--- src/sv/vthcm_pkg.sv ---
// Shared widths, constants and types of the hue colour map.
`default_nettype none
package vthcm_pkg;

  localparam int SAMPLE_WIDTH = 32;
  localparam int SAMPLE_BUS_W = ((SAMPLE_WIDTH + 7) / 8) * 8;
  localparam int RANGE_W      = 32;
  localparam int CMP_W        = (SAMPLE_WIDTH > RANGE_W) ? SAMPLE_WIDTH + 1 : RANGE_W + 1;
  localparam int OFF_W        = RANGE_W + 1;
  localparam int HUE_W        = 9;
  localparam int CH_W         = 8;
  localparam int NUM_W        = OFF_W + HUE_W;
  localparam int DIVN_W       = NUM_W + 1;
  localparam int DIVD_W       = OFF_W + 1;
  localparam int QUO_W        = HUE_W;
  localparam int RAMP_ARG_W   = 6;
  localparam int OUT_W        = 4 * CH_W;

  localparam int CFG_DATA_W   = RANGE_W;
  localparam int CFG_INDEX_W  = 3;

  localparam logic [HUE_W-1:0] HUE_FULL  = 9'd360;
  localparam logic [HUE_W-1:0] REGION_SZ = 9'd60;

  // ramp: floor(x / 15300) by reciprocal, one correction step
  localparam int RAMP_SCALE_W = 14;
  localparam int RAMP_X_W     = CH_W + RAMP_SCALE_W;
  localparam int RAMP_RECIP_W = 23;
  localparam int RAMP_PROD_W  = RAMP_X_W + RAMP_RECIP_W;
  localparam int RAMP_SHIFT   = 36;
  localparam logic [RAMP_SCALE_W-1:0] RAMP_SCALE = 14'd15300;
  localparam logic [RAMP_RECIP_W-1:0] RAMP_RECIP = 23'd4491469;

  // low level: floor(t / 510) by reciprocal, one correction step
  localparam int P_Y_W       = 2 * CH_W;
  localparam int P_T_W       = P_Y_W + 1;
  localparam int P_DIV_W     = 9;
  localparam int P_RECIP_W   = 18;
  localparam int P_PROD_W    = P_T_W + P_RECIP_W;
  localparam int P_SHIFT     = 26;
  localparam logic [P_DIV_W-1:0]   P_DIV   = 9'd510;
  localparam logic [P_RECIP_W-1:0] P_RECIP = 18'd131586;
  localparam logic [CH_W-1:0]      CH_MAX  = 8'd255;

  typedef enum logic [CFG_INDEX_W-1:0] {
    REG_HUE_START  = 3'd0,
    REG_HUE_END    = 3'd1,
    REG_SATURATION = 3'd2,
    REG_BRIGHTNESS = 3'd3,
    REG_RANGE_LOW  = 3'd4,
    REG_RANGE_HIGH = 3'd5
  } reg_index_t;

  typedef struct packed {
    logic [HUE_W-1:0]   hue_start;
    logic [HUE_W-1:0]   hue_end;
    logic [CH_W-1:0]    saturation;
    logic [CH_W-1:0]    brightness;
    logic [RANGE_W-1:0] range_low;
    logic [RANGE_W-1:0] range_high;
  } cfg_t;

  typedef struct packed {
    logic empty;
    logic below;
    logic above;
    logic neg;
  } ctl_t;

  // alpha in the lowest bits
  typedef struct packed {
    logic [CH_W-1:0] blue;
    logic [CH_W-1:0] green;
    logic [CH_W-1:0] red;
    logic [CH_W-1:0] alpha;
  } pix_t;

endpackage
`default_nettype wire

--- src/sv/vthcm_front.sv ---
// Range classification, offset times hue span, and divider operand set-up.
`default_nettype none
module vthcm_front
  import vthcm_pkg::*;
(
  input  wire logic                    clk,
  input  wire logic                    rst,
  input  wire logic                    en,
  input  wire cfg_t                    cfg,
  input  wire logic                    in_valid,
  input  wire logic [SAMPLE_WIDTH-1:0] sample,
  output logic                         out_valid,
  output ctl_t                         out_ctl,
  output logic [DIVN_W-1:0]            out_n,
  output logic [DIVD_W-1:0]            out_d
);

  logic signed [CMP_W-1:0] s_ext;
  logic signed [CMP_W-1:0] lo_ext;
  logic signed [CMP_W-1:0] hi_ext;
  logic signed [CMP_W-1:0] den_full;
  logic signed [CMP_W-1:0] off_full;
  logic                    neg;
  logic [HUE_W-1:0]        span;
  ctl_t                    ctl0;

  assign s_ext    = CMP_W'($signed(sample));
  assign lo_ext   = CMP_W'($signed(cfg.range_low));
  assign hi_ext   = CMP_W'($signed(cfg.range_high));
  assign den_full = hi_ext - lo_ext;
  assign off_full = s_ext - lo_ext;
  assign neg      = cfg.hue_end < cfg.hue_start;
  assign span     = neg ? cfg.hue_start - cfg.hue_end : cfg.hue_end - cfg.hue_start;

  always_comb begin
    ctl0.empty = den_full <= $signed(CMP_W'(0));
    ctl0.below = s_ext <= lo_ext;
    ctl0.above = s_ext >= hi_ext;
    ctl0.neg   = neg;
  end

  logic             v1;
  ctl_t             c1;
  logic [OFF_W-1:0] off1;
  logic [OFF_W-1:0] den1;
  logic [HUE_W-1:0] span1;
  logic             v2;
  ctl_t             c2;
  logic [NUM_W-1:0] num2;
  logic [OFF_W-1:0] den2;

  always_ff @(posedge clk) begin
    if (rst) begin
      v1        <= 1'b0;
      v2        <= 1'b0;
      out_valid <= 1'b0;
    end else if (en) begin
      v1        <= in_valid;
      v2        <= v1;
      out_valid <= v2;
    end
  end

  always_ff @(posedge clk) begin
    if (en) begin
      c1      <= ctl0;
      off1    <= off_full[OFF_W-1:0];
      den1    <= den_full[OFF_W-1:0];
      span1   <= span;
      c2      <= c1;
      num2    <= NUM_W'(off1) * NUM_W'(span1);
      den2    <= den1;
      out_ctl <= c2;
      out_n   <= {num2, 1'b0} + DIVN_W'(den2);
      out_d   <= {den2, 1'b0};
    end
  end

endmodule
`default_nettype wire

--- src/sv/vthcm_div.sv ---
// Pipelined restoring divider, one quotient bit per stage.
`default_nettype none
module vthcm_div
  import vthcm_pkg::*;
(
  input  wire logic              clk,
  input  wire logic              rst,
  input  wire logic              en,
  input  wire logic              in_valid,
  input  wire ctl_t              in_ctl,
  input  wire logic [DIVN_W-1:0] in_n,
  input  wire logic [DIVD_W-1:0] in_d,
  output logic                   out_valid,
  output ctl_t                   out_ctl,
  output logic [QUO_W-1:0]       out_q
);

  logic              vld [1:QUO_W];
  ctl_t              ctl [1:QUO_W];
  logic [QUO_W-1:0]  quo [1:QUO_W];
  logic [DIVN_W-1:0] rem [1:QUO_W-1];
  logic [DIVD_W-1:0] dvs [1:QUO_W-1];

  for (genvar i = 0; i < QUO_W; i++) begin : g_stage
    localparam int SH = QUO_W - 1 - i;
    logic              cur_vld;
    ctl_t              cur_ctl;
    logic [QUO_W-1:0]  cur_quo;
    logic [DIVN_W-1:0] cur_rem;
    logic [DIVD_W-1:0] cur_dvs;
    logic [DIVN_W-1:0] trial;
    logic              fits;

    if (i == 0) begin : g_first
      assign cur_vld = in_valid;
      assign cur_ctl = in_ctl;
      assign cur_quo = '0;
      assign cur_rem = in_n;
      assign cur_dvs = in_d;
    end else begin : g_next
      assign cur_vld = vld[i];
      assign cur_ctl = ctl[i];
      assign cur_quo = quo[i];
      assign cur_rem = rem[i];
      assign cur_dvs = dvs[i];
    end

    assign trial = DIVN_W'(cur_dvs) << SH;
    assign fits  = cur_rem >= trial;

    always_ff @(posedge clk) begin
      if (rst) begin
        vld[i+1] <= 1'b0;
      end else if (en) begin
        vld[i+1] <= cur_vld;
      end
    end

    always_ff @(posedge clk) begin
      if (en) begin
        ctl[i+1] <= cur_ctl;
        quo[i+1] <= cur_quo | (QUO_W'(fits) << SH);
      end
    end

    if (i < QUO_W - 1) begin : g_carry
      always_ff @(posedge clk) begin
        if (en) begin
          rem[i+1] <= fits ? cur_rem - trial : cur_rem;
          dvs[i+1] <= cur_dvs;
        end
      end
    end
  end

  assign out_valid = vld[QUO_W];
  assign out_ctl   = ctl[QUO_W];
  assign out_q     = quo[QUO_W];

endmodule
`default_nettype wire

--- src/sv/vthcm_hue2rgb.sv ---
// Hue selection and HSV to RGB conversion, six register stages.
`default_nettype none
module vthcm_hue2rgb
  import vthcm_pkg::*;
(
  input  wire logic             clk,
  input  wire logic             rst,
  input  wire logic             en,
  input  wire cfg_t             cfg,
  input  wire logic             in_valid,
  input  wire ctl_t             in_ctl,
  input  wire logic [QUO_W-1:0] in_q,
  output logic                  out_valid,
  output pix_t                  out_pix
);

  typedef enum logic [2:0] {
    RGN_RY, RGN_YG, RGN_GC, RGN_CB, RGN_BM, RGN_MR
  } region_t;

  // stage 1: hue
  logic [HUE_W-1:0] hue_raw;
  logic [HUE_W-1:0] hue_wrap;

  always_comb begin
    if (in_ctl.below) begin
      hue_raw = cfg.hue_start;
    end else if (in_ctl.above) begin
      hue_raw = cfg.hue_end;
    end else if (in_ctl.neg) begin
      hue_raw = cfg.hue_start - in_q;
    end else begin
      hue_raw = cfg.hue_start + in_q;
    end
    hue_wrap = (hue_raw >= HUE_FULL) ? hue_raw - HUE_FULL : hue_raw;
  end

  logic             v1, v2, v3, v4, v5;
  logic             e1, e2, e3, e4, e5;
  logic [HUE_W-1:0] h1_hue;

  // stage 2: region and ramp argument
  region_t              rgn;
  logic [HUE_W-1:0]     base;
  logic [HUE_W-1:0]     rem_full;
  logic [RAMP_ARG_W-1:0] rem;
  logic [RAMP_ARG_W-1:0] ramp_arg;

  always_comb begin
    if (h1_hue < REGION_SZ) begin
      rgn = RGN_RY; base = '0;
    end else if (h1_hue < HUE_W'(2 * REGION_SZ)) begin
      rgn = RGN_YG; base = REGION_SZ;
    end else if (h1_hue < HUE_W'(3 * REGION_SZ)) begin
      rgn = RGN_GC; base = HUE_W'(2 * REGION_SZ);
    end else if (h1_hue < HUE_W'(4 * REGION_SZ)) begin
      rgn = RGN_CB; base = HUE_W'(3 * REGION_SZ);
    end else if (h1_hue < HUE_W'(5 * REGION_SZ)) begin
      rgn = RGN_BM; base = HUE_W'(4 * REGION_SZ);
    end else begin
      rgn = RGN_MR; base = HUE_W'(5 * REGION_SZ);
    end
    rem_full = h1_hue - base;
    rem      = rem_full[RAMP_ARG_W-1:0];
    if (rgn == RGN_YG || rgn == RGN_CB || rgn == RGN_MR) begin
      ramp_arg = rem;
    end else begin
      ramp_arg = REGION_SZ[RAMP_ARG_W-1:0] - rem;
    end
  end

  region_t               r2, r3, r4, r5;
  logic [RAMP_ARG_W-1:0] h2_arg;
  logic [P_Y_W-1:0]      h2_y;
  logic [RAMP_SCALE_W-1:0] h3_rs;
  logic [P_T_W-1:0]      h3_t;
  logic [RAMP_X_W-1:0]   h4_x;
  logic [CH_W-1:0]       h4_p0;
  logic [P_T_W-1:0]      h4_t;
  logic [CH_W-1:0]       h5_q0;
  logic [RAMP_X_W-1:0]   h5_x;
  logic [CH_W-1:0]       h5_p;

  logic [P_PROD_W-1:0]    p_prod;
  logic [RAMP_PROD_W-1:0] ramp_prod;
  logic [P_T_W-1:0]       p_res;
  logic [RAMP_X_W-1:0]    ramp_res;
  logic [CH_W-1:0]        ramp;
  logic [CH_W-1:0]        val;
  pix_t                   pix;

  assign p_prod    = P_PROD_W'(h3_t) * P_PROD_W'(P_RECIP);
  assign ramp_prod = RAMP_PROD_W'(h4_x) * RAMP_PROD_W'(RAMP_RECIP);
  assign p_res     = h4_t - P_T_W'(h4_p0) * P_T_W'(P_DIV);
  assign ramp_res  = h5_x - RAMP_X_W'(h5_q0) * RAMP_X_W'(RAMP_SCALE);
  assign ramp      = (ramp_res >= RAMP_X_W'(RAMP_SCALE)) ? h5_q0 + 1'b1 : h5_q0;
  assign val       = cfg.brightness;

  always_comb begin
    pix.alpha = CH_MAX;
    case (r5)
      RGN_YG: begin
        pix.red = ramp; pix.green = val; pix.blue = h5_p;
      end
      RGN_GC: begin
        pix.red = h5_p; pix.green = val; pix.blue = ramp;
      end
      RGN_CB: begin
        pix.red = h5_p; pix.green = ramp; pix.blue = val;
      end
      RGN_BM: begin
        pix.red = ramp; pix.green = h5_p; pix.blue = val;
      end
      RGN_MR: begin
        pix.red = val; pix.green = h5_p; pix.blue = ramp;
      end
      default: begin
        pix.red = val; pix.green = ramp; pix.blue = h5_p;
      end
    endcase
    if (e5) begin
      pix = '0;
    end
  end

  always_ff @(posedge clk) begin
    if (rst) begin
      v1        <= 1'b0;
      v2        <= 1'b0;
      v3        <= 1'b0;
      v4        <= 1'b0;
      v5        <= 1'b0;
      out_valid <= 1'b0;
    end else if (en) begin
      v1        <= in_valid;
      v2        <= v1;
      v3        <= v2;
      v4        <= v3;
      v5        <= v4;
      out_valid <= v5;
    end
  end

  always_ff @(posedge clk) begin
    if (en) begin
      e1      <= in_ctl.empty;
      h1_hue  <= hue_wrap;
      e2      <= e1;
      r2      <= rgn;
      h2_arg  <= ramp_arg;
      h2_y    <= P_Y_W'(cfg.brightness) * P_Y_W'(CH_MAX - cfg.saturation);
      e3      <= e2;
      r3      <= r2;
      h3_rs   <= RAMP_SCALE_W'(h2_arg) * RAMP_SCALE_W'(cfg.saturation);
      h3_t    <= {h2_y, 1'b0} + P_T_W'(CH_MAX);
      e4      <= e3;
      r4      <= r3;
      h4_x    <= RAMP_X_W'(cfg.brightness) * RAMP_X_W'(RAMP_SCALE - h3_rs);
      h4_p0   <= p_prod[P_SHIFT+CH_W-1:P_SHIFT];
      h4_t    <= h3_t;
      e5      <= e4;
      r5      <= r4;
      h5_q0   <= ramp_prod[RAMP_SHIFT+CH_W-1:RAMP_SHIFT];
      h5_x    <= h4_x;
      h5_p    <= (p_res >= P_T_W'(P_DIV)) ? h4_p0 + 1'b1 : h4_p0;
      out_pix <= pix;
    end
  end

endmodule
`default_nettype wire

--- src/sv/value_to_hue_color_map.sv ---
// Top level of the hue colour map: registers, pipeline and output skid stage.
//
// Takes one fixed-point sample per clock while s_tready is high and returns one
// BGRA colour for each, in order (alpha in the lowest bits). The depth is set
// mainly by the nine-stage restoring divider that forms the hue position inside
// the range, plus three stages of range set-up, six of HSV to RGB conversion
// and the output register. A one-entry skid stage lets the input keep taking
// samples after the output stalls, until a colour has to be held in it; once
// the output frees up the held colour leaves first and the input waits while
// it leaves. Registers are written through the plain write port and must only
// change while no sample is in flight.
`default_nettype none
module value_to_hue_color_map
  import vthcm_pkg::*;
(
  input  wire logic                    clk,
  input  wire logic                    rst,
  input  wire logic                    cfg_write,
  input  wire logic [CFG_INDEX_W-1:0]  cfg_index,
  input  wire logic [CFG_DATA_W-1:0]   cfg_data,
  input  wire logic                    s_tvalid,
  output logic                         s_tready,
  input  wire logic [SAMPLE_BUS_W-1:0] s_tdata,   // sample
  output logic                         m_tvalid,
  input  wire logic                    m_tready,
  output logic [OUT_W-1:0]             m_tdata    // blue, green, red, alpha (alpha in the lowest bits)
);

  cfg_t cfg;

  always_ff @(posedge clk) begin
    if (rst) begin
      cfg.hue_start  <= 9'd0;
      cfg.hue_end    <= 9'd359;
      cfg.saturation <= 8'd150;
      cfg.brightness <= 8'd200;
      cfg.range_low  <= 32'd0;
      cfg.range_high <= 32'd655360;
    end else if (cfg_write) begin
      case (cfg_index)
        REG_HUE_START:  cfg.hue_start  <= cfg_data[HUE_W-1:0];
        REG_HUE_END:    cfg.hue_end    <= cfg_data[HUE_W-1:0];
        REG_SATURATION: cfg.saturation <= cfg_data[CH_W-1:0];
        REG_BRIGHTNESS: cfg.brightness <= cfg_data[CH_W-1:0];
        REG_RANGE_LOW:  cfg.range_low  <= cfg_data[RANGE_W-1:0];
        REG_RANGE_HIGH: cfg.range_high <= cfg_data[RANGE_W-1:0];
        default: ;
      endcase
    end
  end

  logic              en;
  logic              skid_valid;
  pix_t              skid_pix;
  logic              f_valid;
  ctl_t              f_ctl;
  logic [DIVN_W-1:0] f_n;
  logic [DIVD_W-1:0] f_d;
  logic              d_valid;
  ctl_t              d_ctl;
  logic [QUO_W-1:0]  d_q;
  logic              p_valid;
  pix_t              p_pix;
  logic              out_free;

  assign en       = !skid_valid;
  assign s_tready = en;
  assign out_free = m_tready || !m_tvalid;

  vthcm_front u_front (
    .clk       (clk),
    .rst       (rst),
    .en        (en),
    .cfg       (cfg),
    .in_valid  (s_tvalid),
    .sample    (s_tdata[SAMPLE_WIDTH-1:0]),
    .out_valid (f_valid),
    .out_ctl   (f_ctl),
    .out_n     (f_n),
    .out_d     (f_d)
  );

  vthcm_div u_div (
    .clk       (clk),
    .rst       (rst),
    .en        (en),
    .in_valid  (f_valid),
    .in_ctl    (f_ctl),
    .in_n      (f_n),
    .in_d      (f_d),
    .out_valid (d_valid),
    .out_ctl   (d_ctl),
    .out_q     (d_q)
  );

  vthcm_hue2rgb u_hue2rgb (
    .clk       (clk),
    .rst       (rst),
    .en        (en),
    .cfg       (cfg),
    .in_valid  (d_valid),
    .in_ctl    (d_ctl),
    .in_q      (d_q),
    .out_valid (p_valid),
    .out_pix   (p_pix)
  );

  always_ff @(posedge clk) begin
    if (rst) begin
      m_tvalid   <= 1'b0;
      skid_valid <= 1'b0;
    end else if (out_free) begin
      if (skid_valid) begin
        m_tvalid   <= 1'b1;
        skid_valid <= 1'b0;
      end else begin
        m_tvalid <= p_valid;
      end
    end else if (p_valid && !skid_valid) begin
      skid_valid <= 1'b1;
    end
  end

  always_ff @(posedge clk) begin
    if (out_free) begin
      m_tdata <= skid_valid ? skid_pix : p_pix;
    end else if (!skid_valid) begin
      skid_pix <= p_pix;
    end
  end

  // skid holds data only behind a stalled output
  a_skid_behind_out: assert property (@(posedge clk) disable iff (rst)
    skid_valid |-> m_tvalid)
    else $error("skid entry without output entry");

  a_skid_fill: assert property (@(posedge clk) disable iff (rst)
    $rose(skid_valid) |-> $past(m_tvalid && !m_tready))
    else $error("skid filled while output was free");

  a_empty_colour: assert property (@(posedge clk) disable iff (rst)
    m_tvalid |-> (m_tdata[CH_W-1:0] == CH_MAX || m_tdata == '0))
    else $error("transparent result with non-zero colour");

endmodule
`default_nettype wire

--- config.mk ---
export PLATFORM = sky130hd
export DESIGN_NAME = value_to_hue_color_map
export DESIGN_NICKNAME = d
export VERILOG_FILES = /design/src/sv/vthcm_pkg.sv /design/src/sv/vthcm_front.sv /design/src/sv/vthcm_div.sv /design/src/sv/vthcm_hue2rgb.sv /design/src/sv/value_to_hue_color_map.sv
export SDC_FILE = /design/constraint.sdc
export NUM_CORES = 2
export LEC_CHECK = 0
export ABC_AREA = 1
export BUFFER_PORTS_ARGS = -buffer_cell sky130_fd_sc_hd__buf_4
export CORE_MARGIN = 3
export CORE_UTILIZATION = 50
export DETAILED_ROUTE_END_ITERATION = 6
export PLACE_DENSITY_LB_ADDON = 0.12
export SYNTH_ARGS = -nofsm -noshare
export SYNTH_HDL_FRONTEND = slang
export SYNTH_HIERARCHICAL = 1
export SYNTH_SLANG_ARGS = --single-unit
--- constraint.sdc ---
create_clock -name clk -period 36.7 [get_ports clk]
set_input_delay 3.67 -clock clk [delete_from_list [all_inputs] [get_ports clk]]
set_output_delay 3.67 -clock clk [all_outputs]
set_load 0.02 [all_outputs]
==> out/metrics.cfg <==
[floorplanning]
fp.dieW_um = 481
initial_core_util = 0.505
row_count = 173
die-area_um2 = 231000
io_pins = 106
core_um2 = 223000
dieHeight_um = 481

[grt]
antenna_found_initial = 15
grt_pass1_wl_mm = 527
grt_max_degree = 173
grt_usage = 0.297
grt_remaining_overflow = 0
grt_pass1_vias = 88000

[synth]
yosysSeqAreaShare = 0.337
synth-edff-count = 1192
synth_area_leaders = edfxtp_1 32%, nand2_1 15%, ha_1 11%
ys_types = 75
synth_flop_cell = edfxtp_1
synth_warnings = 6
synth_cells = 14500
synth_most_common_cell = nand2_1
syn_area_um2 = 113000
ys_seq_elements = 1301
netlist.top_cell.by_area = edfxtp_1
synthArstFlopShare = 0
synth_top_area_frac = 0.318
avgSynthCellArea_um2 = 7.74
syn_nets = 16200
synthTopCellsByCount = 4531 x nand2_1, 3021 x inv_1, 1200 x nor2_1

[route]
drt-vias-per-instance = 5.18
via_count = 91700
wl_per_cell_um = 19.4
drt-total-wl_mm = 344
drt-initial-drc-count = 8246
ant_nets = 0
drt-pass1-iter-count = 7
drc = 9

[timing]
min_period_ns = 6.70
maxSlewViolCount = 0
max_clock_freq_mhz = 149
rsz0062_at_grt = no
finalHoldViolations = 0
setup_violations = 0
slew_headroom = 0.246
clock_skew_ns = 0.0568
tightestPinTransition_ns = 1.13
holdWs_ns = 0.408
timing.final.crit_share = 0.183
tns_ns = 0

[setup_path]
cp.arrival_ns = 7.22
crit_required_ns = 37.22
endpoint_kind = flip-flop
cp_max_fo = 9
start_kind = flip-flop
critPathMaxStageDelay_ns = 0.65
critPathSlowestCell = fa_1
crit_top_cell = nand2_1
crit_type = flip-flop to flip-flop

[cts]
cts_setup_buffers = 0
clk_pin_slew_ns = 0.06
holdBufCountCts = 0
cts_made_buffers = 150
ctsResizeCount = 0
clock_tree.buffer_depth = 3
cts_tree = built
htree_levels = 4
clock-root-buffer = clkbuf_16
clock_latency_ns = 0.83
cts.sinks = 1301

[place]
gp_congestion = 0.999
placed_cell_area_um2 = 116000
port_buffers = 105
dp_hpwl_mm = 281

[run]
maxCapViolCount = 0

[worst_hold_path]
hold_path_class = flip-flop to flip-flop

[status]
violations = DRC
status = finished with violations

[layout]
area_growth_pct = 7.68
layout-drive-gt1-share = 0.0428
finalInstanceArea_um2 = 121000
nets = 16300

==> cells by family (layout without fill, tap and decap cells) <==
| group | count (synthesis) | after routing | synth area share |
|---|---|---|---|
| simple gates | 6922 | 6922 | 0.253 |
| xor+xnor | 395 | 395 | 0.0307 |
| fa+ha+maj | 1578 | 1578 | 0.213 |
| compound gates | 1045 | 1045 | 0.0532 |
| other cells | 1 | 8 | 0.0000333 |
| flops | 1301 | 1301 | 0.337 |
| buf+inv | 3303 | 3496 | 0.113 |
==> final cells by class <==
class / instances / area [µm²]
antenna: 7 / 17.5
sequential: 1301 / 38000
multi-input combinational: 9941 / 61900
clock buffer: 188 / 3980
timing repair buffer: 149 / 1140
clock inverter: 81 / 963
fill: 21600 / 102000
tap: 2975 / 3720
inverter: 3078 / 11600
==> registers in the layout, summed over array words and instances (netlist names), 9 cells and up <==
signal             count
u_hue2rgb/h3_t        16
u_hue2rgb/out_pix     25
u_div/dvs            272
u_front/num2          42
u_hue2rgb/h1_hue       9
u_front/den1          33
u_hue2rgb/h4_x        22
u_hue2rgb/h4_t        16
cfg                   98
u_front/den2          33
u_front/out_n         43
u_div/vld              9
u_hue2rgb/h5_x        20
skid_pix              32
u_front/out_d         32
u_hue2rgb/h2_y        16
m_tdata               32
u_front/span1          9
u_hue2rgb/h3_rs       14
u_div/quo             45
u_div/rem            344
u_div/ctl             36
u_front/off1          33
==> layer usage <==
layer / global-route usage / up-vias / share of wire
li1: - / 45500 / -
met1: 0.424 / 42800 / 0.45
met2: 0.470 / 2969 / 0.44
met3: 0.0448 / 444 / 0.071
met4: 0.0844 / 12 / 0.031
met5: 0 / - / 0.00024
==> worst max-delay path: cells and delay by family (launching register included) <==
kind                       cells  cell delay, ns
DFF                            1            0.57
xor gates and xnor gates       1            0.14
AOI/OAI and AO/OA              5            0.64
adders and majority gates      6            2.84
and+or+nand+nor               14            1.81
buffers and inverters          5            0.38
==> final timing paths <==
check	start	to	slack [ns]	cells after the start
setup / recovery	u_hue2rgb/h4_p0[3]$_DFFE_PP_	u_hue2rgb/h5_p[6]$_DFFE_PP_	30.00	31
setup reg to reg	u_hue2rgb/h4_p0[3]$_DFFE_PP_	u_hue2rgb/h5_p[6]$_DFFE_PP_	30.00	31
hold reg to reg	u_div/quo[0][26]$_DFFE_PP_	u_div/quo[0][35]$_DFFE_PP_	0.41	0
hold / removal	u_div/quo[0][26]$_DFFE_PP_	u_div/quo[0][35]$_DFFE_PP_	0.41	0
==> metrics by stage <==
stage          utilization  cells  setup slack, ns
2_1_floorplan            -  14500            19.45
3_3_place_gp         0.521  17400            30.01
3_5_place_dp         0.521  17400            30.03
6_report             0.543  17700            30.00
5_1_grt              0.543  17700            29.44
4_1_cts              0.543  17700            29.93
==> cells in the final DEF, fill, tap and decap left out, types with 29 or more instances in the layout <==
cell       count
a21o_1        34
a21oi_1      562
a21oi_2       29
a31oi_1       30
buf_4        147
clkbuf_1      32
clkbuf_16    152
dfxtp_1      109
edfxtp_1    1192
fa_1         559
ha_1        1019
inv_1       3021
inv_2         46
nand2_1     4528
nand2_2       44
nand3_1      643
nand3b_1      88
nand4_1      132
nor2_1      1199
nor2_2        45
nor3_1       114
o21ai_0      199
o21bai_1      46
xnor2_1       95
xor2_1       300
Power is left out: the tool's default activity adds up to more than one toggle a clock period on the data nets, which glitch-free logic cannot reach.
